$ cat src/rtl/rrts_pkg.sv
// ----------------------------------------------------------------------------
// rrts_pkg
// Codes, field layout and table entry type of the round-robin thread scheduler.
// ----------------------------------------------------------------------------
package rrts_pkg;

  localparam int IN_TDATA_W  = 24;
  localparam int OUT_TDATA_W = 32;
  localparam int CFG_IDX_W   = 1;
  localparam int CFG_DATA_W  = 4;

  // operations
  localparam logic [2:0] OP_CREATE  = 3'd0;
  localparam logic [2:0] OP_SCHED   = 3'd1;
  localparam logic [2:0] OP_BLOCK   = 3'd2;
  localparam logic [2:0] OP_UNBLOCK = 3'd3;
  localparam logic [2:0] OP_YIELD   = 3'd4;

  // slot status
  localparam logic [2:0] ST_RUN     = 3'd0;
  localparam logic [2:0] ST_READY   = 3'd1;
  localparam logic [2:0] ST_BLOCKED = 3'd2;
  localparam logic [2:0] ST_HANGING = 3'd4;
  localparam logic [2:0] ST_UNUSED  = 3'd5;

  // error codes
  localparam logic [2:0] ERR_OK         = 3'd0;
  localparam logic [2:0] ERR_STATE      = 3'd1;
  localparam logic [2:0] ERR_QUEUED     = 3'd2;
  localparam logic [2:0] ERR_NONE_READY = 3'd3;
  localparam logic [2:0] ERR_KIND       = 3'd4;

  localparam logic [1:0] BK_INVALID = 2'd3;

  // configuration register indexes
  localparam logic [CFG_IDX_W-1:0] CFG_IDLE = 1'b0;
  localparam logic [CFG_IDX_W-1:0] CFG_MAIN = 1'b1;

  typedef struct packed {
    logic [2:0] status;
    logic [7:0] prio;
  } slot_entry_t;

  function automatic logic is_sleeping(input logic [2:0] s);
    return (s >= ST_BLOCKED) && (s <= ST_HANGING);
  endfunction

endpackage

$ cat src/rtl/round_robin_thread_scheduler.sv
// Flow: an accepted request runs through S_EXEC, then S_PRIO when a scheduling
//   pass pops a slot from the ready deque (extra slot table read), then S_OUT,
//   which registers the result on m_tdata. A new request is taken only after S_OUT,
//   and an output stall holds S_OUT; the read-modify-write on the slot table sets this.
// Reset (rst, synchronous) and any main_slot write reinitialize at once: the
//   slot table is marked invalid by per-slot valid bits, no clearing pass.
// ----------------------------------------------------------------------------
// round_robin_thread_scheduler
// Ready-deque thread scheduler with slot table and deque held in memories.
// ----------------------------------------------------------------------------
module round_robin_thread_scheduler #(
  parameter int SLOT_COUNT = 16
) (
  input  logic                                clk,
  input  logic                                rst,
  input  logic                                s_tvalid,
  output logic                                s_tready,
  // operation[2:0], thread_slot[6:3], priority_req[14:7], block_kind[16:15], zero pad
  input  logic [rrts_pkg::IN_TDATA_W-1:0]     s_tdata,
  output logic                                m_tvalid,
  input  logic                                m_tready,
  // running_slot[3:0], running_prio[11:4], switched[12], new_pid[28:13],
  // error_code[31:29]
  output logic [rrts_pkg::OUT_TDATA_W-1:0]    m_tdata,
  input  logic                                cfg_we,
  input  logic [rrts_pkg::CFG_IDX_W-1:0]      cfg_index,
  input  logic [rrts_pkg::CFG_DATA_W-1:0]     cfg_data
);
  import rrts_pkg::*;

  localparam int SW   = $clog2(SLOT_COUNT);
  localparam int CW   = $clog2(SLOT_COUNT + 1);
  localparam int SUMW = CW + 1;
  localparam logic [SW-1:0]   LAST_IDX = SW'(SLOT_COUNT - 1);
  localparam logic [SUMW-1:0] SLOTS_W  = SUMW'(SLOT_COUNT);

  typedef enum logic [3:0] {
    S_IDLE = 4'b0001,
    S_EXEC = 4'b0010,
    S_PRIO = 4'b0100,
    S_OUT  = 4'b1000
  } state_t;

  function automatic logic in_range(input logic [3:0] s);
    return 32'(s) < SLOT_COUNT;
  endfunction

  function automatic logic [SW-1:0] main_eff(input logic [3:0] s);
    return in_range(s) ? SW'(s) : '0;
  endfunction

  state_t            state, state_next;
  logic [3:0]        idle_slot;
  logic [SW-1:0]     cur, cur_next;
  logic [7:0]        cur_prio, cur_prio_next;
  logic [SW-1:0]     head, head_next;
  logic [CW-1:0]     count, count_next;
  logic [15:0]       pid, pid_next;
  logic [SLOT_COUNT-1:0] tbl_vld;

  // latched request
  logic [2:0]        req_op;
  logic [7:0]        req_prio;
  logic [1:0]        req_kind;
  logic [SW-1:0]     req_addr;
  logic              req_ok;

  // results of the pass
  logic [2:0]        res_err, res_err_next;
  logic              res_sw, res_sw_next;
  logic [15:0]       res_pid, res_pid_next;

  // memories
  slot_entry_t       tbl_mem [SLOT_COUNT];
  logic [SW-1:0]     dq_mem  [SLOT_COUNT];
  slot_entry_t       tbl_q, tbl_wdata;
  logic              tbl_vld_q;
  logic              tbl_we;
  logic [SW-1:0]     tbl_waddr, tbl_raddr;
  logic [SW-1:0]     dq_q, dq_wdata, dq_waddr;
  logic              dq_we;

  logic [2:0]        in_op;
  logic [3:0]        in_slot;
  logic [3:0]        in_addr4;
  logic              accept;
  logic              reinit;
  logic [3:0]        reinit_main;
  logic              go_prio;

  logic [SUMW-1:0]   tail_sum;
  logic [SW-1:0]     tail, head_inc, head_dec;
  logic [2:0]        stored_stat;
  logic [7:0]        stored_prio;
  logic              addr_is_cur;

  assign in_op    = s_tdata[2:0];
  assign in_slot  = s_tdata[6:3];
  assign in_addr4 = (in_op == OP_BLOCK) ? idle_slot : in_slot;
  assign s_tready = state[0];
  assign accept   = s_tvalid && s_tready;
  assign reinit   = rst || (cfg_we && (cfg_index == CFG_MAIN));
  assign reinit_main = rst ? 4'd0 : cfg_data;

  assign tail_sum = SUMW'(head) + SUMW'(count);
  assign tail     = (tail_sum >= SLOTS_W) ? SW'(tail_sum - SLOTS_W) : SW'(tail_sum);
  assign head_inc = (head == LAST_IDX) ? '0 : head + 1'b1;
  assign head_dec = (head == '0) ? LAST_IDX : head - 1'b1;

  // the running slot is tracked in cur; its table entry may be stale, so requests on it are told apart by addr_is_cur
  assign stored_stat = tbl_vld_q ? tbl_q.status : ST_UNUSED;
  assign stored_prio = tbl_vld_q ? tbl_q.prio : 8'd0;
  assign addr_is_cur = (req_addr == cur);

  // first read uses the request address; in S_EXEC it fetches the popped slot
  assign tbl_raddr = state[0] ? SW'(in_addr4) : dq_q;

  // table and deque writes commit only in S_EXEC
  always_ff @(posedge clk) begin
    if (tbl_we && (state == S_EXEC)) begin
      tbl_mem[tbl_waddr] <= tbl_wdata;
    end
    tbl_q     <= tbl_mem[tbl_raddr];
    tbl_vld_q <= tbl_vld[tbl_raddr];
  end

  always_ff @(posedge clk) begin
    if (dq_we && (state == S_EXEC)) begin
      dq_mem[dq_waddr] <= dq_wdata;
    end
    dq_q <= dq_mem[head];
  end

  always_comb begin
    cur_next      = cur;
    cur_prio_next = cur_prio;
    head_next     = head;
    count_next    = count;
    pid_next      = pid;
    res_err_next  = ERR_OK;
    res_sw_next   = 1'b0;
    res_pid_next  = 16'd0;
    tbl_we        = 1'b0;
    tbl_waddr     = cur;
    tbl_wdata     = '{status: ST_READY, prio: cur_prio};
    dq_we         = 1'b0;
    dq_waddr      = tail;
    dq_wdata      = cur;
    go_prio       = 1'b0;
    case (req_op)
      OP_CREATE: begin
        if (!req_ok || addr_is_cur || stored_stat != ST_UNUSED) begin
          res_err_next = ERR_STATE;
        end else begin
          pid_next     = pid + 16'd1;
          res_pid_next = pid + 16'd1;
          tbl_we       = 1'b1;
          tbl_waddr    = req_addr;
          tbl_wdata    = '{status: ST_READY, prio: req_prio};
          dq_we        = 1'b1;
          dq_wdata     = req_addr;
          count_next   = count + 1'b1;
        end
      end
      OP_SCHED, OP_YIELD: begin
        // append current at tail, pop head; empty deque pops current back
        tbl_we      = 1'b1;
        dq_we       = 1'b1;
        head_next   = head_inc;
        res_sw_next = 1'b1;
        if (count != '0) begin
          cur_next = dq_q;
          go_prio  = 1'b1;
        end
      end
      OP_BLOCK: begin
        if (req_kind == BK_INVALID) begin
          res_err_next = ERR_KIND;
        end else if (count != '0) begin
          tbl_we      = 1'b1;
          tbl_wdata   = '{status: ST_BLOCKED + 3'(req_kind), prio: cur_prio};
          head_next   = head_inc;
          count_next  = count - 1'b1;
          cur_next    = dq_q;
          go_prio     = 1'b1;
          res_sw_next = 1'b1;
        end else if (!req_ok || !(addr_is_cur || is_sleeping(stored_stat))) begin
          res_err_next = ERR_NONE_READY;
        end else begin
          // wake the idle slot
          tbl_we        = 1'b1;
          tbl_wdata     = '{status: ST_BLOCKED + 3'(req_kind), prio: cur_prio};
          cur_next      = req_addr;
          cur_prio_next = addr_is_cur ? cur_prio : stored_prio;
          res_sw_next   = 1'b1;
        end
      end
      OP_UNBLOCK: begin
        if (!req_ok || addr_is_cur || !is_sleeping(stored_stat)) begin
          res_err_next = ERR_STATE;
        end else begin
          tbl_we     = 1'b1;
          tbl_waddr  = req_addr;
          tbl_wdata  = '{status: ST_READY, prio: stored_prio};
          dq_we      = 1'b1;
          dq_waddr   = head_dec;
          dq_wdata   = req_addr;
          head_next  = head_dec;
          count_next = count + 1'b1;
        end
      end
      default: begin
      end
    endcase
  end

  always_comb begin
    state_next = state;
    unique case (state)
      S_IDLE: if (accept) state_next = S_EXEC;
      S_EXEC: state_next = go_prio ? S_PRIO : S_OUT;
      S_PRIO: state_next = S_OUT;
      S_OUT:  if (!m_tvalid || m_tready) state_next = S_IDLE;
    endcase
  end

  always_ff @(posedge clk) begin
    if (accept) begin
      req_op   <= in_op;
      req_prio <= s_tdata[14:7];
      req_kind <= s_tdata[16:15];
      req_addr <= SW'(in_addr4);
      req_ok   <= in_range(in_addr4);
    end
    if (state == S_EXEC) begin
      res_err <= res_err_next;
      res_sw  <= res_sw_next;
      res_pid <= res_pid_next;
    end
  end

  always_ff @(posedge clk) begin
    if (rst) begin
      idle_slot <= 4'd1;
    end else if (cfg_we && (cfg_index == CFG_IDLE)) begin
      idle_slot <= cfg_data;
    end
  end

  always_ff @(posedge clk) begin
    if (reinit) begin
      state    <= S_IDLE;
      cur      <= main_eff(reinit_main);
      cur_prio <= 8'd0;
      head     <= '0;
      count    <= '0;
      pid      <= 16'd0;
      tbl_vld  <= '0;
    end else begin
      state <= state_next;
      if (state == S_EXEC) begin
        cur      <= cur_next;
        cur_prio <= cur_prio_next;
        head     <= head_next;
        count    <= count_next;
        pid      <= pid_next;
        if (tbl_we) begin
          tbl_vld[tbl_waddr] <= 1'b1;
        end
      end
      if (state == S_PRIO) begin
        cur_prio <= stored_prio;
      end
    end
  end

  always_ff @(posedge clk) begin
    if (rst) begin
      m_tvalid <= 1'b0;
    end else if (state == S_OUT && (!m_tvalid || m_tready)) begin
      m_tvalid <= 1'b1;
    end else if (m_tready) begin
      m_tvalid <= 1'b0;
    end
  end

  always_ff @(posedge clk) begin
    if (state == S_OUT && (!m_tvalid || m_tready)) begin
      m_tdata <= {res_err, res_pid, res_sw, cur_prio, 4'(cur)};
    end
  end

endmodule

$ cat config.mk
export PLATFORM = sky130hd
export DESIGN_NAME = round_robin_thread_scheduler
export DESIGN_NICKNAME = d
export VERILOG_FILES = /design/src/rtl/rrts_pkg.sv /design/src/rtl/round_robin_thread_scheduler.sv
export SDC_FILE = /design/constraint.sdc
export NUM_CORES = 1
export LEC_CHECK = 0
export ABC_AREA = 0
export BUFFER_PORTS_ARGS = -buffer_cell sky130_fd_sc_hd__buf_2
export CORE_ASPECT_RATIO = 0.8
export CORE_MARGIN = 2
export CORE_UTILIZATION = 35
export CTS_CLUSTER_DIAMETER = 30
export DETAILED_ROUTE_END_ITERATION = 16
export MAX_ROUTING_LAYER = met4
export PLACE_DENSITY = 0.59
export SYNTH_ARGS = -nofsm -noshare
export SYNTH_HDL_FRONTEND = slang
export SYNTH_SLANG_ARGS = --single-unit
$ cat constraint.sdc
create_clock -name clk -period 4.05 [get_ports clk]
set_input_delay 0.81 -clock clk [delete_from_list [all_inputs] [get_ports clk]]
set_output_delay 0.81 -clock clk [all_outputs]
set_load 0.05 [all_outputs]
; ---- After elaboration in Yosys (flattened, before gate mapping)
; Memories as Yosys holds them, arrays and structs flattened. A register that Yosys moved wholly into a read port is not among the register bits.
; Index checks and enable logic that the tools add are counted.
[classes]
n_addsub = 8
n_lt_le_gt_ge = 6
eq_ne = 26
muxes = 73
bitwise = 4
n_reduce_logical = 35
[op_table]
columns = op, count
row1 = two-way mux 4 bit, 22
row2 = two-way mux 8 bit, 10
row3 = two-way mux 11 bit, 3
row4 = one-hot mux 11 bit (3 select lines), 1
row5 = two-way mux 5 bit, 4
row6 = two-way mux 1 bit, 17
row7 = "adder 16 x 1 -> 16 bit, second input constant", 1
row8 = OR 16 bit, 1
row9 = one-hot mux 4 bit (2 select lines), 2
row10 = one-hot mux 4 bit (4 select lines), 1
row11 = one-hot mux 5 bit (3 select lines), 1
row12 = "inequality test 2 bit, second input constant", 6
row13 = one-hot mux 4 bit (3 select lines), 1
row14 = AND reduction 6 bit, 2
row15 = "< comparator 4 x 5 -> 1 bit, second input constant", 2
row16 = AND reduction 5 bit, 2
row17 = "equality test 3 x 2 -> 1 bit, second input constant", 3
row18 = "inequality test 3 bit, second input constant", 3
row19 = one-hot mux 3 bit (3 select lines), 1
row20 = nonzero test 3 bit, 3
row21 = "equality test 4 bit, second input constant", 2
row22 = logical AND 1 bit, 8
row23 = "inequality test 2 x 1 -> 1 bit, second input constant", 4
row24 = nonzero test 2 bit, 4
row25 = other kinds (34), 48
[totals]
register_bits = 132
ram_bits = 240
inputBits = 34
out_inout_bits = 34
wordCells = 172
mem_count = 2
[mem_list]
columns = memory, depth, word_bits, read_ports, rd_ports_with_merged_regs, write_ports, line
row1 = tbl_mem, 16, 11, 1, 1, 1, round_robin_thread_scheduler.sv:74  ; slot_entry_t tbl_mem [SLOT_COUNT];
row2 = dq_mem, 16, 4, 1, 1, 1, round_robin_thread_scheduler.sv:75  ; logic [SW-1:0] dq_mem [SLOT_COUNT];

; ---- Longest topological paths before layout
[depth]
word_depth = 12
mapped_depth = 11
ltp_nobuf = 9

; ---- Least setup slack after synthesis
; Ideal clock, no wire load.
[synth_timing]
path_type = register -> register
from = register state[0]
to = register m_tdata[0] (netlist bit), enable pin
setup_ns = 0.426
arrival_ns = 2.914
required_ns = 3.624
setup_slack_ns = 0.711
stages_incl_launch_ff = 5
n_path_buf = 2
period_less_slack_ns = 3.339
cell_sequence = dfxtp_1 -> buf_2 -> buf_2 -> nor4b_1 -> nor2b_1
[synth_via]
elab_chain_cells = 2
[synth_rtl]
columns = item, line
row1 = from (decl), round_robin_thread_scheduler.sv:52  ; state_t state, state_next;
row2 = from (signal assigned), round_robin_thread_scheduler.sv:260  ; state <= state_next;
row3 = equality test 4 bit, round_robin_thread_scheduler.sv:288  ; if (state == S_OUT && (!m_tvalid || m_tready)) begin
row4 = logical AND 1 bit, round_robin_thread_scheduler.sv:288
row5 = to (signal assigned), round_robin_thread_scheduler.sv:289  ; m_tdata <= {res_err, res_pid, res_sw, cur_prio, 4'(cur)};
row6 = to (decl), round_robin_thread_scheduler.sv:24  ; output logic [rrts_pkg::OUT_TDATA_W-1:0] m_tdata,
; No other way between the ends.
; A chain may end at the register's enable or synchronous reset.

; ---- Worst setup path in the final report
[layout_timing]
from = register req_op[0]
to = memory tbl_mem[12][7] (netlist bit), enable pin
[layout_via]
elab_chain_cells = 6
word_cells_on_any_way = 11
classes_between = eq/ne (4) / mux (4) / reduce/logical (3)
[layout_rtl]
columns = item, line
row1 = from (decl), round_robin_thread_scheduler.sv:62  ; logic [2:0] req_op;
row2 = from (signal assigned), round_robin_thread_scheduler.sv:229  ; req_op <= in_op;
row3 = equality test 3 x 1 -> 1 bit / equality test 3 bit (equally long branches), round_robin_thread_scheduler.sv:150  ; case (req_op)
row4 = OR reduction 2 bit, round_robin_thread_scheduler.sv:150
row5 = one-hot mux 1 bit (4 select lines), round_robin_thread_scheduler.sv:150
row6 = logical AND 1 bit, round_robin_thread_scheduler.sv:120  ; if (tbl_we && (state == S_EXEC)) begin
row7 = two-way mux 1 bit, round_robin_thread_scheduler.sv:120
row8 = two-way mux 1 bit (implied by the code), round_robin_thread_scheduler.sv:121  ; tbl_mem[tbl_waddr] <= tbl_wdata;
row9 = to (decl), round_robin_thread_scheduler.sv:74
; Parallel ways exist; a longest one is shown, timed or not.

==> impl_metrics.csv <==
group,metric,value,unit
status,status,"finished clean",
global_routing,grt_overflow,0,
pwr,combPwrFrac,6.0,%
finish,drive_gt1_share,20.4,%
clock_network,post-cts-setup-buffer-count,0,
logic_synthesis,synth_edf_count,313,
finish,antenna_cells,0,
sta,fin_setup_tns,0,ns
die,initial_core_util,35.7,%
worst_hold_path,worstHoldStart,"res_pid[11]",
sta,fin_crit_sh,84.9,%
worst_setup_path,path_max_fanout,11,
logic_synthesis,seq_area_frac_synth,66.4,%
placed_design,place_area,0.0175,mm2
pwr,clockPowerShare,54.5,%
die,die_w,246,um
pwr,switching_share,23.8,%
clock_network,clk_pin_slew_worst_paths,0.05,ns
finish,most-common-layout-cells,"edfxtp_1 (313), nand2_1 (121), nor2_1 (112), clkbuf_16 (75), dfxtp_1 (74)",
logic_synthesis,syn_area,0.0164,mm2
die,die_area,0.0486,mm2
global_routing,grt_max_degree,45,
clock_network,clock_sinks,387,
global_routing,grt_pass1_wl,62100,um
placed_design,io_buffers,60,
sta,hold_slack,0.404,ns
sta,finalMaxSlewViolations,0,
routing,drc,0,
routing,routed_wl,40700,um
clock_network,worstSkewPairLatency,0.59,ns
logic_synthesis,synthesis.nets,1271,
routing,wire_per_inst,20.2,um
global_routing,grt.busiest_layer,"met1",
worst_setup_path,rr_startpoint,"req_op[0]",
routing,drt_iter0_markers,848,
routing,drtPass1Iterations,5,
worst_setup_path,required,4.24,ns
worst_setup_path,cp-end-kind,"flop",
clock_network,cts_resized,0,
logic_synthesis,syn_avg_cell_area,13.4,um2
logic_synthesis,ys_ff_latch,387,
logic_synthesis,ys_top_cells_by_area,"edfxtp_1 (57%), dfxtp_1 (9.0%), nand2_1 (2.8%)",
finish,fin_nets,1384,
finish,finalInstanceArea,0.0200,mm2
pwr,p_sw,0.00267,W
die,rows,70,
worst_setup_path,crit_type,"flop to flop",
pwr,power_density,562,mW/mm2
clock_network,cts_root_buffer,"clkbuf_16",
clock_network,cts_tree,"yes",
worst_hold_path,hp-class,"flop to flop",
worst_setup_path,arrival,3.63,ns
logic_synthesis,ys_types,89,
global_routing,grt_pass1_vias,10400,
sta,period_minus_slack,3.44,ns
finish,synthToLayoutAreaGrowth,22.0,%
sta,rsz0062_at_grt,"false",
logic_synthesis,synth_top_flop_cell,"edfxtp_1",
clock_network,cts_made_buffers,74,
global_routing,globalRouteMet1Util,25.1,%
worst_setup_path,worst-r2r-cell-count,7,
sta,worst_pin_slew,1.11,ns
routing,post_drt_via_cell_ratio,5.21,
sta,slew-limit-headroom,25.7,%
pwr,irDropWorstVdd,0.000257,V
global_routing,grt_use_total,17.5,%
routing,num_vias,10500,
global_routing,grtUsageMet3,3.61,%
clock_network,cts_max_path_buffers,3,
worst_setup_path,startpoint,"req_op[0]",
sta,setup_viol,0,
placed_design,dp_hpwl,26700,um
global_routing,grt_util_met2,24.9,%
die,io_pins,68,
logic_synthesis,synth_top_area_share,57.3,%
die,core,0.0460,mm2
pwr,leakagePower,6.91,nW
pwr,seqPwrFrac,39.5,%
worst_setup_path,rrSetupSlack,0.61,ns
die,die_h,198,um
placed_design,gp_congestion,0.823,
global_routing,antenna_found_initial,0,
sta,skew,0.0227,ns
routing,drtAntennaViolNets,0,
worst_hold_path,hold_depth,0,
finish,final_common_cell,"edfxtp_1",
clock_network,htreeDepth,3,
logic_synthesis,async_flop_share,0,%
pwr,power.internal,0.00857,W
logic_synthesis,yosys.area.top_type,"edfxtp_1",
sta,finalHoldViolations,0,
pwr,power,0.0112,W
logic_synthesis,syn-instance-count,1225,
clock_network,hold_buffers,0,
job,maxCapViolCount,0,
worst_setup_path,start_kind,"flop",
logic_synthesis,yosysWarningCount,0,
sta,max_freq,291,MHz
## synth_stat cells (5+ instances only)
cell type  number
nand2_1       121
a221oi_1       15
inv_1          22
a221o_1        17
o21ai_1        13
a21o_1          7
or4_1           9
mux2i_1        39
nor2_1        112
clkbuf_1       35
o21bai_1        8
ha_1           10
xnor2_1        21
o32ai_1         7
nand2b_1       19
o221ai_1       10
xor2_1         20
nor2b_1        13
nor3_1         12
dfxtp_1        74
or3_1           5
nand3_1        28
a21oi_1        67
a211oi_1        6
o22ai_1        11
buf_4           6
o21ai_0        28
edfxtp_1      313
and3_1         12
or2_2           5
nor3b_1         8
mux4_2         20
nand4_1        11
buf_2          18
and2_1          7
## through the flow
| step | util [%] | setup slack, ns | instances |
|---|---|---|---|
| after global placement | 38.0 | 0.531 | 1874 |
| after global routing | 43.5 | 0.424 | 2010 |
| after detailed placement | 38.0 | 0.500 | 1874 |
| final | 43.5 | 0.610 | 2010 |
| after floorplan | - | 0.711 | 1225 |
| after CTS | 43.5 | 0.600 | 2010 |
## power by group through the flow
stage,registers [W],clock network (W),logic [W]
3_5_place_dp,0.00451,0,0.000665
4_1_cts,0.00443,0.00622,0.000670
5_1_grt,0.00444,0.00641,0.000729
3_3_place_gp,0.00451,0,0.000654
2_1_floorplan,0.00448,0,0.000448
6_report,0.00444,0.00613,0.000671
## per-layer routing
metal  part of all wire, %  vias to the layer above
met5                     0                        -
met3                   7.2                       57
met4                   1.6                        0
met1                    47                     5168
met2                    44                      358
li1                      -                     4891
## layout make-up
cell class	instances	area [um2]
Clock buffer	90	1960
Fill cell	4163	26000
Clock inverter	46	563
Timing Repair Buffer	102	616
Multi-Input combinational cell	750	5130
Sequential cell	387	10900
Inverter	23	86.3
Tap cell	612	766
## path summary, 6_finish.rpt
kind                          to
hold reg to reg      m_tdata[24]
setup reg to reg  tbl_mem[12][7]
hold / removal       m_tdata[24]
setup / recovery  tbl_mem[12][7]
## worst max-delay path, cell delays in order, from the launching register on
cell and delay, ns:
edfxtp_1 0.57, nand2b_1 0.26, or2_2 0.36, inv_1 0.17, nand2_1 0.17, o21ai_4 0.37
a31oi_4 0.22, nor2_1 0.88
## registers in the layout, summed over array words and instances (netlist names)
register	cells
state	4
res_err	3
req_kind	2
tbl_vld_q	1
dq_q	4
idle_slot	4
m_tvalid	1
req_addr	4
m_tdata	32
req_op	3
tbl_vld	16
cur	4
dq_mem	64
cur_prio	8
res_pid	16
head	4
count	5
tbl_q	11
pid	16
req_prio	8
tbl_mem	176
res_sw	1
## cells by family (layout without fill, tap and decap cells)
| family | after synthesis | count (layout) | share of synthesized area (%) |
|---|---|---|---|
| simple gates | 395 | 395 | 12.0 |
| compound gates | 239 | 239 | 10.6 |
| buf+inv | 88 | 261 | 2.44 |
| flops | 387 | 387 | 66.4 |
| xor+xnor | 41 | 41 | 2.19 |
| fa+ha+maj | 12 | 12 | 1.01 |
| mux | 63 | 63 | 5.43 |
No activity file was read; power rests on OpenSTA's default activity.
